File: config.mk
export PLATFORM = sky130hd
export DESIGN_NAME = modbus_rtu_request_framer
export DESIGN_NICKNAME = d
export VERILOG_FILES = /design/src/hw/rtl/mrf_pkg.sv /design/src/hw/rtl/mrf_front.sv /design/src/hw/rtl/mrf_queue.sv /design/src/hw/rtl/mrf_back.sv /design/src/hw/rtl/modbus_rtu_request_framer.sv
export SDC_FILE = /design/constraint.sdc
export NUM_CORES = 1
export LEC_CHECK = 0
export BUFFER_PORTS_ARGS = -buffer_cell sky130_fd_sc_hd__clkbuf_2
export CAP_MARGIN = 10
export CORE_ASPECT_RATIO = 0.9
export CORE_UTILIZATION = 33
export CTS_CLUSTER_DIAMETER = 40
export CTS_CLUSTER_SIZE = 8
export DETAILED_ROUTE_END_ITERATION = 7
export SLEW_MARGIN = 40
export SYNTH_ARGS = -nofsm -noshare
export SYNTH_HDL_FRONTEND = slang
export SYNTH_HIERARCHICAL = 1
export SYNTH_SLANG_ARGS = --single-unit
File: constraint.sdc
create_clock -name clk -period 5.5 [get_ports clk]
set_clock_uncertainty 0.2 [all_clocks]
set_input_delay 1.1 -clock clk [delete_from_list [all_inputs] [get_ports clk]]
set_output_delay 1.1 -clock clk [all_outputs]
set_load 0.02 [all_outputs]
File: src/hw/rtl/mrf_pkg.sv
package mrf_pkg;

	// Request opcodes as they arrive on the input channel.
	localparam logic [1:0] OP_READ  = 2'd0;
	localparam logic [1:0] OP_WHDR  = 2'd1;
	localparam logic [1:0] OP_PAY   = 2'd2;
	localparam logic [1:0] OP_NONE  = 2'd3;

	// Frame constants.
	localparam logic [7:0]  PREAMBLE = 8'hFF;
	localparam logic [7:0]  FN_READ  = 8'h03;
	localparam logic [7:0]  FN_WRITE = 8'h10;
	localparam logic [15:0] CRC_POLY = 16'hA001;
	localparam logic [15:0] CRC_INIT = 16'hFFFF;

	// Command queue between front and back end.
	localparam int QDEPTH = 4;
	localparam int QAW    = $clog2(QDEPTH);
	localparam int QCW    = $clog2(QDEPTH + 1);

	// Longest command emits eleven bytes, so a byte index of four bits suffices.
	localparam int IDXW = 4;

	typedef enum logic [1:0] {
		CMD_READ,
		CMD_WHDR,
		CMD_PAY
	} mrf_kind_t;

	typedef struct packed {
		mrf_kind_t   kind;
		logic [7:0]  addr;
		logic [15:0] sreg;
		logic [15:0] cnt;
		logic [7:0]  data;
		logic        last;
	} mrf_cmd_t;

	// One byte of the reflected Modbus CRC-16.
	function automatic logic [15:0] crc_fold(input logic [15:0] crc, input logic [7:0] b);
		logic [15:0] c;
		c = crc ^ {8'h00, b};
		for (int i = 0; i < 8; i++) begin
			if (c[0]) begin
				c = (c >> 1) ^ CRC_POLY;
			end else begin
				c = c >> 1;
			end
		end
		return c;
	endfunction

endpackage

File: src/hw/rtl/mrf_front.sv
module mrf_front (
	input  logic              clk,
	input  logic              arst_n,
	input  logic              req_valid,
	output logic              req_ready,
	input  logic [1:0]        opcode,
	input  logic [7:0]        device_addr,
	input  logic [15:0]       reg_addr,
	input  logic [15:0]       count,
	input  logic [7:0]        data_byte,
	input  logic              q_full,
	output logic              q_push,
	output mrf_pkg::mrf_cmd_t q_cmd
);
	import mrf_pkg::*;

	logic       pend_q;
	logic [7:0] left_q;
	logic       take;

	assign req_ready = !q_full;
	assign take      = req_valid && req_ready;

	always_comb begin
		q_push      = 1'b0;
		q_cmd.kind  = CMD_READ;
		q_cmd.addr  = device_addr;
		q_cmd.sreg  = reg_addr;
		q_cmd.cnt   = count;
		q_cmd.data  = data_byte;
		q_cmd.last  = (left_q == 8'd1);
		unique case (opcode)
			OP_READ: begin
				q_push     = take;
				q_cmd.kind = CMD_READ;
			end
			OP_WHDR: begin
				q_push     = take;
				q_cmd.kind = CMD_WHDR;
			end
			OP_PAY: begin
				q_push     = take && pend_q;
				q_cmd.kind = CMD_PAY;
			end
			default: begin
				q_push = 1'b0;
			end
		endcase
	end

	// Track the open write frame so that stray payload never enters the queue.
	always_ff @(posedge clk or negedge arst_n) begin
		if (!arst_n) begin
			pend_q <= 1'b0;
			left_q <= 8'd0;
		end else if (take) begin
			case (opcode)
				OP_READ: begin
					pend_q <= 1'b0;
					left_q <= 8'd0;
				end
				OP_WHDR: begin
					pend_q <= (count[7:0] != 8'd0);
					left_q <= count[7:0];
				end
				OP_PAY: begin
					if (pend_q) begin
						left_q <= left_q - 8'd1;
						pend_q <= (left_q != 8'd1);
					end
				end
				default: begin
				end
			endcase
		end
	end

	a_pend_left: assert property (@(posedge clk) disable iff (!arst_n)
		pend_q == (left_q != 8'd0))
		else $error("pending flag disagrees with remaining byte count");

endmodule

File: src/hw/rtl/mrf_queue.sv
module mrf_queue (
	input  logic              clk,
	input  logic              arst_n,
	input  logic              push,
	input  mrf_pkg::mrf_cmd_t push_cmd,
	output logic              full,
	input  logic              pop,
	output logic              head_valid,
	output mrf_pkg::mrf_cmd_t head_cmd
);
	import mrf_pkg::*;

	mrf_cmd_t         mem_q [QDEPTH];
	logic [QAW-1:0]   wr_ptr_q;
	logic [QAW-1:0]   rd_ptr_q;
	logic [QCW-1:0]   cnt_q;

	assign full       = (cnt_q == QCW'(QDEPTH));
	assign head_valid = (cnt_q != '0);
	assign head_cmd   = mem_q[rd_ptr_q];

	always_ff @(posedge clk) begin
		if (push) begin
			mem_q[wr_ptr_q] <= push_cmd;
		end
	end

	always_ff @(posedge clk or negedge arst_n) begin
		if (!arst_n) begin
			wr_ptr_q <= '0;
			rd_ptr_q <= '0;
			cnt_q    <= '0;
		end else begin
			if (push) begin
				wr_ptr_q <= wr_ptr_q + QAW'(1);
			end
			if (pop) begin
				rd_ptr_q <= rd_ptr_q + QAW'(1);
			end
			if (push && !pop) begin
				cnt_q <= cnt_q + QCW'(1);
			end else if (pop && !push) begin
				cnt_q <= cnt_q - QCW'(1);
			end
		end
	end

	a_no_overflow: assert property (@(posedge clk) disable iff (!arst_n)
		push |-> !full)
		else $error("command pushed into a full queue");

	a_no_underflow: assert property (@(posedge clk) disable iff (!arst_n)
		pop |-> head_valid)
		else $error("command popped from an empty queue");

endmodule

File: src/hw/rtl/mrf_back.sv
module mrf_back (
	input  logic              clk,
	input  logic              arst_n,
	input  logic              head_valid,
	input  mrf_pkg::mrf_cmd_t head_cmd,
	output logic              pop,
	output logic              tx_valid,
	input  logic              tx_ready,
	output logic [7:0]        tx_byte,
	output logic              frame_end
);
	import mrf_pkg::*;

	logic [IDXW-1:0] idx_q;
	logic [15:0]     crc_q;
	logic [7:0]      tx_byte_q;
	logic            frame_end_q;
	logic            tx_valid_q;

	logic       emit;
	logic [7:0] byte_sel;
	logic       fold_sel;
	logic       end_sel;
	logic       last_sel;

	assign emit = head_valid && (!tx_valid_q || tx_ready);
	assign pop  = emit && last_sel;

	// Byte of the current command at the current index.
	always_comb begin
		byte_sel = PREAMBLE;
		fold_sel = 1'b0;
		end_sel  = 1'b0;
		last_sel = 1'b0;
		unique case (head_cmd.kind) inside
			CMD_READ, CMD_WHDR: begin
				case (idx_q) inside
					4'd0, 4'd1: byte_sel = PREAMBLE;
					4'd2: begin
						byte_sel = head_cmd.addr;
						fold_sel = 1'b1;
					end
					4'd3: begin
						byte_sel = (head_cmd.kind == CMD_READ) ? FN_READ : FN_WRITE;
						fold_sel = 1'b1;
					end
					4'd4: begin
						byte_sel = head_cmd.sreg[15:8];
						fold_sel = 1'b1;
					end
					4'd5: begin
						byte_sel = head_cmd.sreg[7:0];
						fold_sel = 1'b1;
					end
					4'd6: begin
						byte_sel = (head_cmd.kind == CMD_READ) ? head_cmd.cnt[15:8] : 8'h00;
						fold_sel = 1'b1;
					end
					4'd7: begin
						byte_sel = (head_cmd.kind == CMD_READ) ? head_cmd.cnt[7:0] : 8'h00;
						fold_sel = 1'b1;
					end
					4'd8: begin
						if (head_cmd.kind == CMD_READ) begin
							byte_sel = crc_q[7:0];
						end else begin
							byte_sel = head_cmd.cnt[7:0];
							fold_sel = 1'b1;
							last_sel = (head_cmd.cnt[7:0] != 8'd0);
						end
					end
					4'd9: begin
						if (head_cmd.kind == CMD_READ) begin
							byte_sel = crc_q[15:8];
							end_sel  = 1'b1;
							last_sel = 1'b1;
						end else begin
							byte_sel = crc_q[7:0];
						end
					end
					default: begin
						byte_sel = crc_q[15:8];
						end_sel  = 1'b1;
						last_sel = 1'b1;
					end
				endcase
			end
			CMD_PAY: begin
				case (idx_q)
					4'd0: begin
						byte_sel = head_cmd.data;
						fold_sel = 1'b1;
						last_sel = !head_cmd.last;
					end
					4'd1: byte_sel = crc_q[7:0];
					default: begin
						byte_sel = crc_q[15:8];
						end_sel  = 1'b1;
						last_sel = 1'b1;
					end
				endcase
			end
			default: begin
				last_sel = 1'b1;
			end
		endcase
	end

	always_ff @(posedge clk) begin
		if (emit) begin
			tx_byte_q   <= byte_sel;
			frame_end_q <= end_sel;
		end
	end

	always_ff @(posedge clk or negedge arst_n) begin
		if (!arst_n) begin
			idx_q      <= '0;
			crc_q      <= CRC_INIT;
			tx_valid_q <= 1'b0;
		end else begin
			if (emit) begin
				tx_valid_q <= 1'b1;
			end else if (tx_ready) begin
				tx_valid_q <= 1'b0;
			end
			if (emit) begin
				idx_q <= last_sel ? '0 : idx_q + IDXW'(1);
				if (idx_q == '0 && head_cmd.kind != CMD_PAY) begin
					crc_q <= CRC_INIT;
				end else if (fold_sel) begin
					crc_q <= crc_fold(crc_q, byte_sel);
				end else if (end_sel) begin
					crc_q <= CRC_INIT;
				end
			end
		end
	end

	assign tx_valid  = tx_valid_q;
	assign tx_byte   = tx_byte_q;
	assign frame_end = frame_end_q;

	a_idx_range: assert property (@(posedge clk) disable iff (!arst_n)
		idx_q <= IDXW'(10))
		else $error("byte index beyond the longest frame");

	a_crc_reinit: assert property (@(posedge clk) disable iff (!arst_n)
		emit && end_sel |=> crc_q == CRC_INIT)
		else $error("CRC not reinitialized after a closed frame");

endmodule

File: src/hw/rtl/modbus_rtu_request_framer.sv
// A request is written into the command queue, and its first byte is then registered into
// the tx byte register, from which it is offered on tx.
// Throughput: one request per cycle enters the four-entry command queue while it has room.
// The back end sends one byte per cycle while tx is ready: a read is 10 bytes, a write
// header 9 (11 with a zero byte count), a payload byte 1 (3 when it closes with the CRC).
// Reset (arst_n low, asynchronous) empties the queue, drops any open write frame and sets
// the CRC to 0xFFFF; the output byte register itself is not reset.
module modbus_rtu_request_framer (
	input  logic        clk,
	input  logic        arst_n,
	input  logic        req_valid,
	output logic        req_ready,
	input  logic [1:0]  opcode,
	input  logic [7:0]  device_addr,
	input  logic [15:0] reg_addr,
	input  logic [15:0] count,
	input  logic [7:0]  data_byte,
	output logic        tx_valid,
	input  logic        tx_ready,
	output logic [7:0]  tx_byte,
	output logic        frame_end
);
	import mrf_pkg::*;

	// The front end classifies each request. Reads and write headers always become
	// commands; payload bytes become commands only while a write frame is open, and
	// the front end itself counts the announced payload so that the last one is
	// marked before it reaches the queue. Undefined opcodes are simply consumed.
	logic     q_push;
	logic     q_full;
	mrf_cmd_t q_cmd;

	// The queue decouples request acceptance from byte emission, so a stalled
	// byte sink does not stop new requests until the queue fills.
	logic     q_pop;
	logic     head_valid;
	mrf_cmd_t head_cmd;

	mrf_front u_front (
		.clk         (clk),
		.arst_n      (arst_n),
		.req_valid   (req_valid),
		.req_ready   (req_ready),
		.opcode      (opcode),
		.device_addr (device_addr),
		.reg_addr    (reg_addr),
		.count       (count),
		.data_byte   (data_byte),
		.q_full      (q_full),
		.q_push      (q_push),
		.q_cmd       (q_cmd)
	);

	mrf_queue u_queue (
		.clk        (clk),
		.arst_n     (arst_n),
		.push       (q_push),
		.push_cmd   (q_cmd),
		.full       (q_full),
		.pop        (q_pop),
		.head_valid (head_valid),
		.head_cmd   (head_cmd)
	);

	// The back end walks the head command byte by byte, folds each covered byte
	// into the running CRC and appends the CRC, low byte first, when a frame
	// closes. A new read or write header restarts the CRC, which abandons any
	// write frame that was left unfinished.
	mrf_back u_back (
		.clk        (clk),
		.arst_n     (arst_n),
		.head_valid (head_valid),
		.head_cmd   (head_cmd),
		.pop        (q_pop),
		.tx_valid   (tx_valid),
		.tx_ready   (tx_ready),
		.tx_byte    (tx_byte),
		.frame_end  (frame_end)
	);

endmodule

## Yosys cells after proc, flatten, opt, wreduce, memory -nomap -nowiden

Memory sizes are Yosys's and may differ from the RTL's.
Cells that the tools add are included.

| operators by class | value |
|---|---|
| $add $sub $neg | 6 |
| equal/unequal tests | 18 |
| multiplexer cells | 95 |
| bitwise gates (word level) | 9 |
| reduce and logical (&&, ||, !) cells | 29 |

Operators by type and width:

| operator | count |
|---|---|
| $mux 16 | 32 |
| $mux 8 | 14 |
| $mux 1 | 35 |
| $pmux 8 s2 | 2 |
| $not 2->3 | 8 |
| $pmux 8 s3 | 1 |
| $eq 4x3->1 const B | 4 |
| $reduce_bool 8->1 | 2 |
| $xor 16x8->16 | 1 |
| $pmux 1 s2 | 5 |
| $reduce_bool 3->1 | 3 |
| $eq 4x2->1 const B | 2 |
| $eq 4x4->1 const B | 2 |
| $eq 8x1->1 const B | 1 |
| $ne 8x1->1 const B | 1 |
| $sub 8x1->8 const B | 1 |
| $logic_and 1x1->1 | 7 |
| $mux 3 | 2 |
| $reduce_or 2->1 | 3 |
| $logic_not 1->1 | 5 |
| $mux 5 | 1 |
| $add 2x1->2 const B | 2 |
| $add 4x1->4 const B | 1 |
| $eq 2x1->1 const B | 2 |
| other kinds (16) | 20 |

| storage, ports and cells | value |
|---|---|
| bits in registers | 46 |
| RAM bits | 204 |
| bits of input ports | 54 |
| output and inout port bits | 11 |
| logic and storage cells | 168 |
| memories kept | 1 |

Memory list:

| memory | depth | bits a word | rd ports | clocked after memory_dff | wr ports | RTL line | source |
|---|---|---|---|---|---|---|---|
| u_queue.mem_q | 4 | 51 | 1 | 0 | 1 | mrf_queue.sv:13 | `mrf_cmd_t mem_q [QDEPTH];` |

## Longest topological paths before layout

An unclocked memory read counts as a cell.

| depth | value |
|---|---|
| depth in word-level cells | 53 |
| mapped depth | 19 |
| depth with buffers taken out | 15 |

## Cells and area by module

Netlist, hierarchy kept.

Modules (own cells, without submodules):

| module | instances | cells an instance | area an instance (sq um) | sequential area each (sq um) |
|---|---|---|---|---|
| mrf_queue | 1 | 301 | 7817.5 | 6301.0 |
| mrf_back | 1 | 341 | 2855.2 | 815.8 |
| mrf_front | 1 | 137 | 1078.5 | 225.2 |

## Least setup slack after synthesis

No wires, ideal clock.

| timing | value |
|---|---|
| path kind | flip-flop to flip-flop |
| from | register u_queue.rd_ptr_q[0] |
| to | register u_back.crc_q[0] |
| setup time | 0.080 ns |
| data arrival time | 3.690 ns |
| required time | 5.220 ns |
| path slack | 1.530 ns |
| cell stages (with the launch flop) | 14 |
| buffers on the path | 3 |
| period minus slack after synthesis | 3.970 ns |
| cell sequence | dfrtp_1 > buf_6 > buf_12 > mux4_2 > buf_6 > or4b_4 > a21oi_1 > nor2_1 > mux2_1 > or4b_4 > xnor2_4 > xnor3_1 > xnor3_1 > o22a_1 |

RTL lines:

| item | RTL line | source |
|---|---|---|
| from (decl) | mrf_queue.sv:15 | `logic [QAW-1:0] rd_ptr_q;` |
| from (signal assigned) | mrf_queue.sv:38 | `rd_ptr_q <= rd_ptr_q + QAW'(1);` |
| to (signal assigned) | mrf_back.sv:132 | `crc_q <= crc_fold(crc_q, byte_sel);` |
| to (decl) | mrf_back.sv:15 | `logic [15:0] crc_q;` |

==> reports/qor.yml <==
outcome:
  run_status: "finished, final reports clean"
grt:
  grt-ovfl-total: 0
  grt_pass1_vias: 6708
  antenna_found_initial: 0
  grt_pass1_wl_mm: 40.9
  grt_usage: 0.147
  grt_max_degree: 52
clock_network:
  clock-sinks: 250
  root_buffer: "clkbuf_16"
  cts.hold.buffers_added: 0
  cts_buffers: 42
  clk_latency_ns: 0.54
  post_cts_resize_count: 0
  htree_levels: 2
  cts.clk_slew.worst_paths_ns: 0.05
  post_cts_buffers: 0
  cts_buffer_depth: 3
  cts_tree: "done"
placement:
  port_buffers: 64
  gp_congestion: 0.958
  pre_cts_ws_ns: 1.31
  hpwl_mm: 17.5
  dpl_cell_area_sq_mm: 0.0121
power_and_ir_drop:
  p_int_mw: 5.25
  max-vdd-ir-drop_uv: 274
  combPwrFrac: 0.379
  p_total_mw: 7.92
  p_seq_frac: 0.323
  swShare: 0.337
  power.switching_mw: 2.67
  clockPowerShare: 0.298
  power_leakage_nw: 4.65
  power_density_mw_per_mm2: 590
route:
  drtPass1Iterations: 5
  wl_per_cell_um: 20.3
  ant_nets: 0
  drc: 0
  vias_per_cell: 5.17
  vias: 6741
  drt_wl_total_mm: 26.5
  first_iter_violations: 520
timing:
  slew_violations: 0
  worst_pin_slew_ns: 0.817
  rsz0062_at_grt: "no"
  period_needed_ns: 4.27
  setup_violations: 0
  setup_tns_ns: 0
  relSlewSlack: 0.456
  hold_viol_final: 0
  timing.final.ws_setup_ns: 1.23
  max_freq_mhz: 234
  period_share: 0.777
layout:
  fin_nets: 885
  design_area_sq_mm: 0.0134
  syn_to_final_growth_pct: 14.3
  final_layout_size_suffix_gt1_frac: 0.254
  postLayoutCoreUtil: 0.383
  fillers: 3275
  antenna_cells: 0
synth:
  ys_dominant_reg_cell: "edfxtp_1"
  synth-edff-count: 213
  syn_nets: 850
  ys_ff_latch: 250
  yosys.area.top_type: "edfxtp_1"
  synth_top_area_frac: 0.544
  synth_most_common_cell: "edfxtp_1"
  netlist_area_sq_mm: 0.0118
  synth_cell_types: 73
  synthArstFlopShare: 0.148
  synth_area_leaders: "edfxtp_1 (54%), mux4_2 (9.2%), dfrtp_1 (4.5%)"
  ys_top_cells_by_count: "edfxtp_1 (213), buf_4 (50), mux4_2 (48)"
  yosys_warnings: 6
  synth.avg_cell_area_sq_um: 15.1
  synth_seq_area_share: 0.625
  syn_inst: 779
setup_path:
  r2r-start: "u_queue/rd_ptr_q[0]$_DFFE_PN0P_"
  slowest_delay_ns: 0.67
  slowest_stage: "mux4_2"
  path_cells: "mux4_2 > or2_1 > nand3_1 > a2bb2oi_1 > o221ai_1 > a41oi_1 > xor2_1 > xnor3_1 > xnor3_1 > o22a_1"
  cp.arrival_ns: 4.54
  startpoint: "u_queue/rd_ptr_q[0]$_DFFE_PN0P_"
  critPathCaptureType: "register"
  required_ns: 5.77
  cp_max_fo: 14
  worstSetupPathType: "register to register"
  cp_common_cell: "xnor3_1"
  cp-start-kind: "register"
die:
  core_area_sq_mm: 0.0351
  dieWidth_um: 201
  ios: 65
  die_area_sq_mm: 0.0364
  initial_utilization: 0.335
  rows: 65
  die_h_um: 181
job:
  drv_cap: 0
worst_hold_path:
  hold_class: "register to register"
  hold_path_startpoint: "u_queue/cnt_q[2]$_DFFE_PN0P_"
==> critical path, delay by kind of cell, from the launching register on <==
kind                      cells  cell delay [ns]
AOI/OAI and AO/OA             4             0.98
xor gates and xnor gates      3             1.25
DFF                           1             0.43
muxes                         1             0.67
and+or+nand+nor               2             0.66
==> power groups by stage <==
stage               Clock (mW)  Combinational [mW]  Sequential [mW]
global route              2.50                3.24             2.58
floorplan                    0                2.38             2.55
finish                    2.36                3.00             2.56
CTS                       2.41                3.00             2.55
detailed placement           0                2.98             2.58
global placement             0                2.98             2.58
==> flip-flops by register name (all words and copies together), names as in the netlist, 2 cells and up <==
name / flops
u_queue/wr_ptr_q: 2
u_back/idx_q: 4
u_back/crc_q: 16
u_queue/rd_ptr_q: 2
u_queue/mem_q: 204
u_front/left_q: 8
u_back/tx_byte: 8
u_queue/cnt_q: 3
==> logic make-up after synthesis <==
group	synth area share
flip-flops	0.625
AND/OR/NAND/NOR	0.0712
buffers and inverters	0.0628
adder cells (fa/ha/maj)	0.0187
XOR/XNOR	0.0262
AO/OA/AOI/OAI	0.0930
multiplexers	0.103
==> cell usage in the layout (no fill, tap or decap), types with 11 or more instances in the layout <==
cell type	n
nor2_1	42
dfstp_2	16
nand2_1	30
a21oi_1	32
nand3_1	12
edfxtp_1	213
xor2_1	12
o21ai_0	24
a31oi_1	11
mux4_2	48
ha_1	16
clkbuf_2	64
inv_1	27
clkbuf_16	43
buf_4	14
dfrtp_1	19
==> final timing paths <==
kind                                              endpoint  slack (ns)  depth (start not counted)
min                           u_queue/cnt_q[2]$_DFFE_PN0P_        0.28                          1
min reg2reg                   u_queue/cnt_q[2]$_DFFE_PN0P_        0.28                          1
min in group asynchronous      u_back/tx_valid$_DFFE_PN0P_        0.44                          2
max                            u_back/crc_q[0]$_DFFE_PN1P_        1.23                         10
max reg2reg                    u_back/crc_q[0]$_DFFE_PN1P_        1.23                         10
max in group asynchronous  u_queue/rd_ptr_q[0]$_DFFE_PN0P_        4.24                          2
==> area by class of cell <==
cell class | count | area (sq um) | area share
flip-flops and latches | 250 | 7350 | 0.547
multi-input cells | 415 | 3680 | 0.274
clock buffers | 52 | 1110 | 0.0827
well taps | 469 | 587 | 0.0437
repair buffers | 78 | 425 | 0.0317
clock inverters | 13 | 171 | 0.0128
inverters | 27 | 101 | 0.00755
==> stage by stage <==
| step | cells | hold WS, ns |
|---|---|---|
| floorplan | 779 | 0.249 |
| detailed placement | 1239 | 0.281 |
| global route | 1304 | 0.321 |
| CTS | 1304 | 0.291 |
| global placement | 1239 | 0.279 |
| finish | 1304 | 0.281 |
==> per-layer routing <==
metal | global-route usage | wire length [um]
met3 | 0.0269 | 1450
met4 | 0.0455 | 581
met1 | 0.217 | 12700
met5 | 0 | 0
met2 | 0.218 | 11700
Power figures use the tool's default switching activity.
